$ cat config.mk
export PLATFORM = sky130hd
export DESIGN_NAME = three_axis_scalar_kalman_top_flat
export DESIGN_NICKNAME = d
export VERILOG_FILES = /design/src/rtl/tskf_pkg.sv /design/src/rtl/tskf_intf.sv /design/src/rtl/three_axis_scalar_kalman_top.sv /design/src/flat_wrapper.sv
export SDC_FILE = /design/constraint.sdc
export NUM_CORES = 2
export LEC_CHECK = 0
export BUFFER_PORTS_ARGS = -buffer_cell sky130_fd_sc_hd__buf_2
export CELL_PAD_IN_SITES_DETAIL_PLACEMENT = 2
export CELL_PAD_IN_SITES_GLOBAL_PLACEMENT = 2
export CORE_MARGIN = 2
export CORE_UTILIZATION = 41
export DETAILED_ROUTE_END_ITERATION = 12
export PLACE_DENSITY = 0.84
export SYNTH_ARGS = -nofsm -noshare
export SYNTH_HDL_FRONTEND = slang
export SYNTH_SLANG_ARGS = --single-unit
$ cat constraint.sdc
create_clock -name clk_i -period 4.9 [get_ports clk_i]
set_input_delay 0.735 -clock clk_i [delete_from_list [all_inputs] [get_ports clk_i]]
set_output_delay 0.735 -clock clk_i [all_outputs]
set_load 0.01 [all_outputs]
$ cat src/rtl/tskf_pkg.sv
// Shared constants, register codes and the sample scaling function of the
// three-axis scalar Kalman filter. No dependencies.
package tskf_pkg;

  localparam int SAMPLE_BITS = 16;
  localparam int FRAC_BITS   = 8;
  localparam int GAIN_BITS   = 16;
  localparam int EST_BITS    = 24;
  localparam int VAR_BITS    = 32;
  localparam int REG_BITS    = 24;

  // Gain runs from 0 to exactly one, so it needs one integer bit.
  localparam int GAIN_W = GAIN_BITS + 1;
  localparam int DIFF_W = EST_BITS + 1;
  localparam int DEN_W  = VAR_BITS + 1;
  localparam int CNT_W  = $clog2(GAIN_W);

  localparam int APB_ADDR_W = 3;
  localparam int APB_DATA_W = 32;
  localparam int REG_SEL_BIT = 2;

  localparam logic REG_MEAS_NOISE = 1'b0;
  localparam logic REG_PROC_NOISE = 1'b1;

  localparam logic [REG_BITS-1:0] MEAS_NOISE_RST = REG_BITS'(102400);
  localparam logic [REG_BITS-1:0] PROC_NOISE_RST = REG_BITS'(2560);

  localparam logic [GAIN_W-1:0] GAIN_ONE = {1'b1, {GAIN_BITS{1'b0}}};

  localparam int TGT_W = SAMPLE_BITS + FRAC_BITS;
  localparam int CMP_W = ((TGT_W > EST_BITS) ? TGT_W : EST_BITS) + 1;

  // Scales a raw sample to the estimate format and clamps it to that range.
  function automatic logic signed [EST_BITS-1:0] scale_sample(
    input logic signed [SAMPLE_BITS-1:0] s
  );
    logic signed [CMP_W-1:0] v;
    logic signed [CMP_W-1:0] hi;
    logic signed [CMP_W-1:0] lo;
    v  = CMP_W'(s) <<< FRAC_BITS;
    hi = (CMP_W'(1) <<< (EST_BITS - 1)) - CMP_W'(1);
    lo = -hi - CMP_W'(1);
    if (v > hi) begin
      return EST_BITS'(hi);
    end else if (v < lo) begin
      return EST_BITS'(lo);
    end
    return EST_BITS'(v);
  endfunction

endpackage

$ cat src/rtl/tskf_intf.sv
// Valid/ready channel interfaces for the sample and estimate streams.
// Depends on tskf_pkg for the field widths.
interface tskf_sample_if import tskf_pkg::*; ();
  logic                          valid;
  logic                          ready;
  logic signed [SAMPLE_BITS-1:0] sample_x;
  logic signed [SAMPLE_BITS-1:0] sample_y;
  logic signed [SAMPLE_BITS-1:0] sample_z;

  modport source (output valid, output sample_x, output sample_y, output sample_z,
                  input ready);
  modport sink   (input valid, input sample_x, input sample_y, input sample_z,
                  output ready);
endinterface

interface tskf_estimate_if import tskf_pkg::*; ();
  logic                       valid;
  logic                       ready;
  logic signed [EST_BITS-1:0] estimate_x;
  logic signed [EST_BITS-1:0] estimate_y;
  logic signed [EST_BITS-1:0] estimate_z;

  modport source (output valid, output estimate_x, output estimate_y, output estimate_z,
                  input ready);
  modport sink   (input valid, input estimate_x, input estimate_y, input estimate_z,
                  output ready);
endinterface

$ cat src/rtl/three_axis_scalar_kalman_top.sv
// Three-axis scalar Kalman filter: bit-serial gain divider and shift-add
// multipliers. Depends on tskf_pkg and the channel interfaces in tskf_intf.sv.
//
//   Channel      Direction  Handshake              Beat carries
//   sample_i     in         valid/ready            sample_x, sample_y, sample_z
//   estimate_o   out        valid/ready            estimate_x, estimate_y, estimate_z
//   APB port     in/out     psel/penable/pready    measurement_noise, process_noise
//
// Each sample beat runs as a sequence: the sample is accepted, the restoring
// divider forms the gain one quotient bit per cycle, the four shift-add
// multipliers consume one gain bit per cycle, and a final step writes back
// the state and loads the output register.
// Reset is asynchronous and active low; it clears the estimates and the
// variance and restores the default noise settings, with no clearing pass.
// The output register lets a finished beat wait while the next sample is
// accepted; only the write-back step stalls while that register is full.
module three_axis_scalar_kalman_top import tskf_pkg::*; (
  input  logic                  clk_i,
  input  logic                  rst_ni,
  tskf_sample_if.sink           sample_i,
  tskf_estimate_if.source       estimate_o,
  input  logic                  psel,
  input  logic                  penable,
  input  logic                  pwrite,
  input  logic [APB_ADDR_W-1:0] paddr,
  input  logic [APB_DATA_W-1:0] pwdata,
  output logic [APB_DATA_W-1:0] prdata,
  output logic                  pready
);

  // Sequencer states.
  localparam logic [1:0] S_IDLE = 2'd0;
  localparam logic [1:0] S_DIV  = 2'd1;
  localparam logic [1:0] S_MUL  = 2'd2;
  localparam logic [1:0] S_DONE = 2'd3;

  logic [1:0]       state_q, state_d;
  logic [CNT_W-1:0] cnt_q, cnt_d;

  // Configuration and filter state.
  logic [REG_BITS-1:0]        meas_q, proc_q;
  logic [VAR_BITS-1:0]        var_q;
  logic signed [EST_BITS-1:0] est_q [3];

  // Output register.
  logic signed [EST_BITS-1:0] out_q [3];
  logic                       out_valid_q;

  // Working registers of the current beat.
  logic              neg_q [3];
  logic [DIFF_W-1:0] mag_q [3];
  logic [DEN_W-1:0]  den_q;
  logic [DEN_W-1:0]  rem_q;
  logic [GAIN_W-1:0] num_q, quo_q;
  logic [GAIN_W-1:0] gsh_q, hsh_q;
  logic [DIFF_W:0]   acc_hi_q [3];
  logic [GAIN_W-1:0] acc_lo_q [3];
  logic [VAR_BITS:0] vhi_q;
  logic [GAIN_W-1:0] vlo_q;

  logic in_fire, out_free, step_last, wb_fire, cfg_wr;

  assign in_fire   = sample_i.valid && sample_i.ready;
  assign out_free  = !out_valid_q || estimate_o.ready;
  assign step_last = (cnt_q == CNT_W'(GAIN_W - 1));
  assign wb_fire   = (state_q == S_DONE) && out_free;
  assign cfg_wr    = psel && penable && pwrite;

  assign sample_i.ready = (state_q == S_IDLE);

  // Targets and differences are formed as the sample is accepted.
  logic signed [SAMPLE_BITS-1:0] samp [3];
  logic signed [EST_BITS-1:0]    tgt  [3];
  logic signed [DIFF_W-1:0]      diff [3];
  logic [DIFF_W-1:0]             mag  [3];

  assign samp[0] = sample_i.sample_x;
  assign samp[1] = sample_i.sample_y;
  assign samp[2] = sample_i.sample_z;

  always_comb begin
    for (int i = 0; i < 3; i++) begin
      tgt[i]  = scale_sample(samp[i]);
      diff[i] = DIFF_W'(tgt[i]) - DIFF_W'(est_q[i]);
      mag[i]  = diff[i][DIFF_W-1] ? DIFF_W'(-diff[i]) : DIFF_W'(diff[i]);
    end
  end

  // One restoring division step per cycle: the quotient is (P << GAIN_BITS)
  // over P + R, and the numerator bits are fed in from num_q.
  logic [DEN_W:0]    rem_sh, rem_sub;
  logic              rem_ge, den_zero;
  logic [GAIN_W-1:0] gain;

  assign rem_sh   = {rem_q, num_q[GAIN_W-1]};
  assign rem_ge   = (rem_sh >= {1'b0, den_q});
  assign rem_sub  = rem_sh - {1'b0, den_q};
  assign den_zero = (den_q == '0);
  assign gain     = den_zero ? '0 : {quo_q[GAIN_W-2:0], rem_ge};

  // Shift-add products, least significant multiplier bit first.
  logic [DIFF_W:0]   msum [3];
  logic [VAR_BITS:0] vsum;

  always_comb begin
    for (int i = 0; i < 3; i++) begin
      msum[i] = acc_hi_q[i] + (gsh_q[0] ? {1'b0, mag_q[i]} : '0);
    end
    vsum = vhi_q + (hsh_q[0] ? {1'b0, var_q} : '0);
  end

  // Write-back: round the products and apply them.
  logic [DIFF_W:0]            step    [3];
  logic [DIFF_W:0]            est_ext [3];
  logic [DIFF_W:0]            est_sum [3];
  logic signed [EST_BITS-1:0] est_new [3];
  logic [VAR_BITS+1:0]        var_sum;
  logic [VAR_BITS-1:0]        var_new;

  always_comb begin
    for (int i = 0; i < 3; i++) begin
      step[i]    = {acc_hi_q[i][DIFF_W-1:0], acc_lo_q[i][GAIN_BITS]}
                 + (DIFF_W + 1)'(acc_lo_q[i][GAIN_BITS-1]);
      est_ext[i] = {{2{est_q[i][EST_BITS-1]}}, est_q[i]};
      est_sum[i] = neg_q[i] ? (est_ext[i] - step[i]) : (est_ext[i] + step[i]);
      est_new[i] = est_sum[i][EST_BITS-1:0];
    end
    var_sum = {1'b0, vhi_q[VAR_BITS-1:0], vlo_q[GAIN_BITS]}
            + (VAR_BITS + 2)'(vlo_q[GAIN_BITS-1])
            + (VAR_BITS + 2)'(proc_q);
    var_new = (var_sum[VAR_BITS+1:VAR_BITS] != 2'b00) ? '1 : var_sum[VAR_BITS-1:0];
  end

  // Sequencer.
  always_comb begin
    state_d = state_q;
    cnt_d   = cnt_q;
    case (state_q)
      S_IDLE: begin
        if (in_fire) begin
          state_d = S_DIV;
          cnt_d   = '0;
        end
      end
      S_DIV: begin
        cnt_d = cnt_q + CNT_W'(1);
        if (step_last) begin
          state_d = S_MUL;
          cnt_d   = '0;
        end
      end
      S_MUL: begin
        cnt_d = cnt_q + CNT_W'(1);
        if (step_last) begin
          state_d = S_DONE;
          cnt_d   = '0;
        end
      end
      S_DONE: begin
        if (out_free) begin
          state_d = S_IDLE;
        end
      end
      default: begin
        state_d = S_IDLE;
        cnt_d   = '0;
      end
    endcase
  end

  always_ff @(posedge clk_i or negedge rst_ni) begin
    if (!rst_ni) begin
      state_q     <= S_IDLE;
      cnt_q       <= '0;
      out_valid_q <= 1'b0;
      meas_q      <= MEAS_NOISE_RST;
      proc_q      <= PROC_NOISE_RST;
      var_q       <= '0;
      for (int i = 0; i < 3; i++) begin
        est_q[i] <= '0;
      end
    end else begin
      state_q <= state_d;
      cnt_q   <= cnt_d;
      if (wb_fire) begin
        out_valid_q <= 1'b1;
      end else if (estimate_o.ready) begin
        out_valid_q <= 1'b0;
      end
      if (cfg_wr) begin
        if (paddr[REG_SEL_BIT] == REG_MEAS_NOISE) begin
          meas_q <= pwdata[REG_BITS-1:0];
        end else begin
          proc_q <= pwdata[REG_BITS-1:0];
        end
      end
      if (wb_fire) begin
        var_q <= var_new;
        for (int i = 0; i < 3; i++) begin
          est_q[i] <= est_new[i];
        end
      end
    end
  end

  // Datapath registers; these need no reset.
  always_ff @(posedge clk_i) begin
    if (in_fire) begin
      den_q <= {1'b0, var_q} + DEN_W'(meas_q);
      rem_q <= DEN_W'(var_q >> 1);
      num_q <= {var_q[0], {GAIN_BITS{1'b0}}};
      for (int i = 0; i < 3; i++) begin
        neg_q[i] <= diff[i][DIFF_W-1];
        mag_q[i] <= mag[i];
      end
    end
    if (state_q == S_DIV) begin
      rem_q <= rem_ge ? rem_sub[DEN_W-1:0] : rem_sh[DEN_W-1:0];
      num_q <= {num_q[GAIN_W-2:0], 1'b0};
      quo_q <= {quo_q[GAIN_W-2:0], rem_ge};
      if (step_last) begin
        gsh_q <= gain;
        hsh_q <= GAIN_ONE - gain;
        vhi_q <= '0;
        vlo_q <= '0;
        for (int i = 0; i < 3; i++) begin
          acc_hi_q[i] <= '0;
          acc_lo_q[i] <= '0;
        end
      end
    end
    if (state_q == S_MUL) begin
      gsh_q <= gsh_q >> 1;
      hsh_q <= hsh_q >> 1;
      vhi_q <= {1'b0, vsum[VAR_BITS:1]};
      vlo_q <= {vsum[0], vlo_q[GAIN_W-1:1]};
      for (int i = 0; i < 3; i++) begin
        acc_hi_q[i] <= {1'b0, msum[i][DIFF_W:1]};
        acc_lo_q[i] <= {msum[i][0], acc_lo_q[i][GAIN_W-1:1]};
      end
    end
    if (wb_fire) begin
      for (int i = 0; i < 3; i++) begin
        out_q[i] <= est_new[i];
      end
    end
  end

  assign estimate_o.valid      = out_valid_q;
  assign estimate_o.estimate_x = out_q[0];
  assign estimate_o.estimate_y = out_q[1];
  assign estimate_o.estimate_z = out_q[2];

  // Register read-back; both registers sit in the low bits of the data bus.
  assign pready = 1'b1;
  assign prdata = (paddr[REG_SEL_BIT] == REG_PROC_NOISE) ? APB_DATA_W'(proc_q)
                                                         : APB_DATA_W'(meas_q);

  // An accepted sample always starts the divider on the next cycle.
  a_accept_starts_div: assert property (@(posedge clk_i) disable iff (!rst_ni)
    in_fire |=> (state_q == S_DIV))
    else $error("accepted sample did not start the divider");

  // The step counter never runs past the last quotient or multiplier bit.
  a_cnt_bounded: assert property (@(posedge clk_i) disable iff (!rst_ni)
    (state_q == S_DIV || state_q == S_MUL) |-> (cnt_q <= CNT_W'(GAIN_W - 1)))
    else $error("step counter overran");

  // The gain can never exceed one.
  a_gain_le_one: assert property (@(posedge clk_i) disable iff (!rst_ni)
    (state_q == S_DIV && step_last) |-> (gain <= GAIN_ONE))
    else $error("gain above one");

  // After a write-back the variance is at least the process noise.
  a_var_floor: assert property (@(posedge clk_i) disable iff (!rst_ni)
    wb_fire |=> (var_q >= VAR_BITS'($past(proc_q))))
    else $error("variance fell below the process noise");

endmodule
$ cat src/flat_wrapper.sv
// flat-port wrapper written by rule: the top's interface ports become plain ports
module three_axis_scalar_kalman_top_flat import tskf_pkg::*;
  (clk_i, rst_ni, psel, penable, pwrite, paddr, pwdata, prdata, pready, sample_i_valid, sample_i_sample_x, sample_i_sample_y, sample_i_sample_z, sample_i_ready, estimate_o_valid, estimate_o_estimate_x, estimate_o_estimate_y, estimate_o_estimate_z, estimate_o_ready);
  tskf_sample_if sample_i_i ();
  tskf_estimate_if estimate_o_i ();
  input  logic clk_i;
  input  logic rst_ni;
  input  logic psel;
  input  logic penable;
  input  logic pwrite;
  input  logic [APB_ADDR_W-1:0] paddr;
  input  logic [APB_DATA_W-1:0] pwdata;
  output logic [APB_DATA_W-1:0] prdata;
  output logic pready;
  input wire logic [$bits(sample_i_i.valid)-1:0] sample_i_valid;
  input wire logic [$bits(sample_i_i.sample_x)-1:0] sample_i_sample_x;
  input wire logic [$bits(sample_i_i.sample_y)-1:0] sample_i_sample_y;
  input wire logic [$bits(sample_i_i.sample_z)-1:0] sample_i_sample_z;
  output wire logic [$bits(sample_i_i.ready)-1:0] sample_i_ready;
  output wire logic [$bits(estimate_o_i.valid)-1:0] estimate_o_valid;
  output wire logic [$bits(estimate_o_i.estimate_x)-1:0] estimate_o_estimate_x;
  output wire logic [$bits(estimate_o_i.estimate_y)-1:0] estimate_o_estimate_y;
  output wire logic [$bits(estimate_o_i.estimate_z)-1:0] estimate_o_estimate_z;
  input wire logic [$bits(estimate_o_i.ready)-1:0] estimate_o_ready;
  assign sample_i_i.valid = sample_i_valid;
  assign sample_i_i.sample_x = sample_i_sample_x;
  assign sample_i_i.sample_y = sample_i_sample_y;
  assign sample_i_i.sample_z = sample_i_sample_z;
  assign sample_i_ready = sample_i_i.ready;
  assign estimate_o_valid = estimate_o_i.valid;
  assign estimate_o_estimate_x = estimate_o_i.estimate_x;
  assign estimate_o_estimate_y = estimate_o_i.estimate_y;
  assign estimate_o_estimate_z = estimate_o_i.estimate_z;
  assign estimate_o_i.ready = estimate_o_ready;
  three_axis_scalar_kalman_top u_core (.clk_i(clk_i), .rst_ni(rst_ni), .sample_i(sample_i_i), .estimate_o(estimate_o_i), .psel(psel), .penable(penable), .pwrite(pwrite), .paddr(paddr), .pwdata(pwdata), .prdata(prdata), .pready(pready));
endmodule
# After elaboration in Yosys (flattened, before gate mapping)
# Memories as Yosys holds them, arrays and structs flattened.
# Index checks and enable logic that the tools add are counted.
op_classes:
  add_sub_neg: 25
  n_lt_le_gt_ge: 7
  n_eq_ne: 8
  n_mux: 69
  bitwise: 7
  reduce_logical: 21
op_table:
  columns: ["operator", "n"]
  rows:
  - ["24-bit 2-to-1 mux", 13]
  - ["25-bit 2-to-1 mux", 9]
  - ["32-bit 2-to-1 mux", 5]
  - ["17-bit 2-to-1 mux", 8]
  - ["33-bit 2-to-1 mux", 3]
  - ["16-bit 2-to-1 mux", 6]
  - ["26-bit by 25-bit adder with 26-bit output", 3]
  - ["25-bit negator", 3]
  - ["24-bit by 24-bit subtractor with 25-bit output", 3]
  - ["24-bit by 1-bit adder with 24-bit output", 3]
  - ["24-bit adder", 3]
  - ["24-bit > comparator, second input constant", 3]
  - ["24-bit less-than comparator, second input constant", 3]
  - ["24-bit subtractor", 3]
  - ["33-bit by 1-bit adder with 34-bit output", 1]
  - ["34-bit by 24-bit adder with 34-bit output", 1]
  - ["34-bit by 33-bit >= comparator with 1-bit output", 1]
  - ["32-bit by 24-bit adder with 33-bit output", 1]
  - ["32-bit by 33-bit adder with 33-bit output", 1]
  - ["33-bit logical NOT", 1]
  - ["33-bit subtractor", 1]
  - ["1-bit 2-to-1 mux", 17]
  - ["17-bit subtractor, first input constant", 1]
  - ["2-bit nonzero test", 6]
  - ["19 further kinds", 38]
totals:
  reg_bits: 326
  mem_bits_rw: 276
  inputBits: 90
  output_inout_bits: 107
  word_cells: 161
  memories: 5
mem_list:
  columns: ["memory", "words", "word_bits", "rd", "rd_ports_with_merged_regs", "wr", "line", "source"]
  rows:
  - ["u_core.acc_hi_q", 3, 25, 3, 0, 3, "three_axis_scalar_kalman_top.sv:56", "logic [DIFF_W:0] acc_hi_q [3];"]
  - ["u_core.mag_q", 3, 25, 3, 0, 3, "three_axis_scalar_kalman_top.sv:51", "logic [DIFF_W-1:0] mag_q [3];"]
  - ["u_core.out_q", 3, 24, 3, 0, 3, "three_axis_scalar_kalman_top.sv:46", "logic signed [EST_BITS-1:0] out_q [3];"]
  - ["u_core.acc_lo_q", 3, 17, 3, 0, 3, "three_axis_scalar_kalman_top.sv:57", "logic [GAIN_W-1:0] acc_lo_q [3];"]
  - ["u_core.neg_q", 3, 1, 3, 0, 3, "three_axis_scalar_kalman_top.sv:50", "logic neg_q [3];"]

# Depth between registers and ports, before layout
depth:
  ltp_word: 7
  mapped_depth: 23
  depth_no_buf: 22

# Worst setup path after synthesis
# No wires, ideal clock.
synth_timing:
  kind: "reg2reg"
  startpoint: "register u_core.state_q[0]"
  endpoint: "register u_core.num_q[16], enable pin"
  setup_time_ns: 0.376
  t_arrival_ns: 4.248
  t_required_ns: 4.524
  setup_slack_ns: 0.276
  path_stages_with_launch: 5
  period_less_slack_ns: 4.624
  path_cell_list: "dfrtp_1 -> inv_1 -> ha_1 -> and2_1 -> or2_2"
synth_via:
  elab_chain_cells: 3
synth_rtl:
  columns: ["element", "line", "source"]
  rows:
  - ["start: declaration", "three_axis_scalar_kalman_top.sv:37", "logic [1:0] state_q, state_d;"]
  - ["start signal: assignment", "three_axis_scalar_kalman_top.sv:183", "state_q <= state_d;"]
  - ["2-bit logical NOT", "three_axis_scalar_kalman_top.sv:69", "assign sample_i.ready = (state_q == S_IDLE);"]
  - ["net sample_i_ready", "flat_wrapper.sv:19", "output wire logic [$bits(sample_i_i.ready)-1:0] sample_i_ready;"]
  - ["1-bit logical AND", "three_axis_scalar_kalman_top.sv:63", "assign in_fire = sample_i.valid && sample_i.ready;"]
  - ["net u_core.in_fire", "three_axis_scalar_kalman_top.sv:61", "logic in_fire, out_free, step_last, wb_fire, cfg_wr;"]
  - ["2-bit nonzero test (no source line)", null, null]
  - ["end signal: assignment", "three_axis_scalar_kalman_top.sv:211", "num_q <= {var_q[0], {GAIN_BITS{1'b0}}};"]
  - ["end signal: assignment", "three_axis_scalar_kalman_top.sv:219", "num_q <= {num_q[GAIN_W-2:0], 1'b0};"]
  - ["end: declaration", "three_axis_scalar_kalman_top.sv:54", "logic [GAIN_W-1:0] num_q, quo_q;"]
# The timed path passes the listed nets, and every way through them passes these cells.
# A chain may end at the register's enable or synchronous reset.

==> flow_metrics.py <==
metrics = {
    "global_routing": {
        "grt.overflow.total": 0,
        "grt_pass1_vias": 37500,
        "antenna_found_initial": 3,
        "grt.total_usage_pct": 25.4,
        "grt_pass1_wl_mm": 210,
        "grt_start_max_net_pins": 113,
    },
    "timing": {
        "period_share_pct": 101,
        "finalSetupViolCount": 2,
        "worstMarginPinSlew_ns": 1.11,
        "final.setup.tns_ns": -0.0626,
        "setup_ws_ns": -0.0604,
        "hold_viol": 0,
        "slew_headroom_pct": 26.0,
        "timing.fmax_ghz": 0.202,
        "final.setup_skew_ns": 0.0295,
        "finalMaxSlewViolations": 0,
        "rsz0062_at_grt": "yes",
        "finalCriticalPeriod_ns": 4.96,
    },
    "detailed_routing": {
        "totalWireLength_mm": 134,
        "viasPerCell": 5.75,
        "dr_wl_met2_mm": 69.3,
        "firstDrtPassIters": 5,
        "routed-wl-met3_mm": 2.73,
        "drcViolationCount": 0,
        "met1_length_mm": 58.8,
        "drt_iter0_drc": 1504,
        "ant_nets": 0,
        "top_layer": "met4",
        "vias": 33700,
        "post_drt_wl_per_cell_um": 23.0,
    },
    "clock_network": {
        "cts-hold-fix-buffers": 0,
        "cts_sinks": 542,
        "clock_path_buffers": 3,
        "root_buffer": "clkbuf_16",
        "clk_pin_slew_ns": 0.06,
        "cts_inserted_buffers": 71,
        "cts_tree": "built",
        "cts.htree.levels": 3,
        "clkLatencyLatePin_ns": 0.65,
    },
    "yosys": {
        "synth_flop_cell": "edfxtp_1",
        "yosysSeqAreaShare_pct": 38.2,
        "netlist_instances": 4284,
        "async_flop_share_pct": 29.5,
        "netlist_area_um2": 40500,
        "synth.avg_cell_area_um2": 9.46,
        "synth_top_area_share_pct": 28.2,
        "netlist-cell-type-count": 116,
        "synth_top_area_cell": "edfxtp_1",
        "synth_edf_count": 380,
        "ys_ff_latch": 542,
        "ys_top_cells_by_area": "edfxtp_1 (28%), ha_1 (10%), dfrtp_1 (9.6%), xnor2_1 (6.9%), a21oi_1 (3.7%)",
        "ys_warn_count": 0,
    },
    "setup_path": {
        "cp.arrival_ns": 5.48,
        "cpMaxStageDelayCell": "edfxtp_1",
        "path_buf_inv": 2,
        "crit_chain": "ha_4 -> buf_4 -> nand2_1 -> nor2_2 -> nand2_1 -> a21oi_1 -> nor2_2 -> buf_4 -> nor2_1 -> xor2_1 -> ha_1 -> a21o_1 -> a21oi_2 -> o211ai_1 -> a41oi_2 -> o211ai_1 -> a31oi_1 -> nor2_1 -> a211o_1 -> a21oi_2 -> xnor2_1 -> mux2_2",
        "crit_path_start_kind": "flip-flop",
        "worstPathRequired_ns": 5.42,
        "max_stage_delay_ns": 0.49,
        "critPathCaptureType": "flip-flop",
        "cp_top_family": "compound AO/OA/AOI/OAI gates",
        "path_class": "reg -> reg",
        "path_max_fanout": 4,
    },
    "finish": {
        "final_common_cell": "edfxtp_1",
        "drive_above_1_share_pct": 14.1,
        "final_util_pct": 47.0,
        "synthToLayoutAreaGrowth_pct": 13.9,
        "layout_common_cells": "edfxtp_1 (380), nor2_1 (358), nand2_1 (354)",
        "final_cell_count_no_fill": 5852,
        "fillers": 10500,
        "fin_nets": 4931,
    },
    "flow_run": {
        "maxCapViolCount": 0,
    },
    "floorplanning": {
        "die-height_um": 318,
        "core.rowCount": 115,
        "start_util_pct": 41.3,
        "core_um2": 98100,
        "die_area_um2": 101000,
        "num_io_pins": 197,
        "chipWidth_um": 318,
    },
    "placed_design": {
        "hpwlAfterDp_mm": 94.3,
        "dp_cells": 5691,
        "portBuffers": 177,
        "gp_congestion": 0.836,
    },
    "run_status": {
        "outcome": "finished with violations",
        "failed_checks": "negative setup slack",
    },
    "min_path": {
        "hold_class": "in -> async",
    },
}
cell families (layout without fill, tap and decap cells):
group | after synthesis | after routing | synth area share (%)
buffers and inverters | 346 | 617 | 3.49
xor gates and xnor gates | 482 | 482 | 10.4
AOI/OAI and AO/OA | 1036 | 1036 | 16.5
DFF | 542 | 542 | 38.2
and+or+nand+nor | 1420 | 1420 | 17.6
other | 2 | 12 | 0.0185
muxes | 122 | 122 | 3.29
adders and majority gates | 334 | 334 | 10.5
flip-flops by register name, indices dropped and copies added, names as in the netlist, 32 cells and up:
register and cells:
u_core.rem_q 33, u_core.var_q 32, u_core.est_ext 72, u_core.mag_q 75
u_core.out_q 72, u_core.acc_hi_q 75, u_core.den_q 33, u_core.vhi_q 32
through the flow:
| step | setup slack, ns | hold slack, ns | area (um^2) |
|---|---|---|---|
| after floorplan | 0.276 | 0.432 | 40500 |
| after global routing | -0.294 | 0.149 | 46100 |
| after CTS | -0.0215 | 0.115 | 45600 |
| after global placement | 0.128 | 0.446 | 43200 |
| after detailed placement | -0.367 | 0.464 | 43200 |
| final | -0.0604 | 0.116 | 46100 |
cell usage after synthesis (11+ instances only):
cell type / n
edfxtp_1: 380
nor2_1: 363
nand2_1: 356
ha_1: 323
xnor2_1: 320
a21oi_1: 296
o21ai_0: 223
inv_1: 187
xor2_1: 162
dfrtp_1: 155
and2_1: 137
a21o_1: 112
nor3_1: 100
clkbuf_1: 94
mux2_2: 89
nand3_1: 87
nor2b_1: 66
nand2b_1: 64
o21a_1: 52
a31oi_1: 46
and3_1: 45
nand4_1: 44
o31ai_1: 36
o22a_1: 35
mux2i_1: 32
or3_1: 31
o21bai_1: 29
a211oi_1: 26
nor4_1: 25
buf_2: 24
buf_1: 19
buf_4: 16
and4_1: 15
o21ai_1: 15
o211ai_1: 13
o31a_1: 12
fa_1: 11
nor3b_1: 11
o22ai_1: 11
or2_2: 11
routing by layer:
metal	GRT usage, %	vias up
met1	31.7	17200
met5	0	-
met3	2.51	176
met2	46.5	390
li1	-	15900
met4	7.17	0
worst paths after layout:
path                                   startpoint                  to  slack (ns)  cells after the start
max                        u_core.acc_lo_q[0][16]  u_core.est_ext[74]       -0.06                     22
max reg2reg                u_core.acc_lo_q[0][16]  u_core.est_ext[74]       -0.06                     22
min                                        rst_ni  u_core.est_ext[28]        0.12                      1
min reg2reg                      u_core.gsh_q[16]    u_core.gsh_q[16]        0.47                      2
max in group asynchronous                  rst_ni   u_core.meas_q[16]        3.73                      2
min in group clk_i                      pwdata[3]    u_core.proc_q[3]        0.34                      2
cell type report:
type,instances,area [um^2],share of cell area (%)
timing repair buffer,300,1860,4.02
antenna,3,7.51,0.0163
sequential,542,15500,33.5
inverter,189,719,1.56
multi-input combinational,3403,24100,52.3
tap,1287,1610,3.49
clock buffer,97,2040,4.42
clock inverter,31,318,0.689
repair_timing:
item | CTS | global route
setup buffers | 2 | 28
endpoints found under the setup margin | 15 | 24
pin swaps | 5 | 34
gates resized for setup | 15 | 76
Power is not shown: default switching activity piles up to over one toggle a cycle in this logic, so the estimate is an artifact.
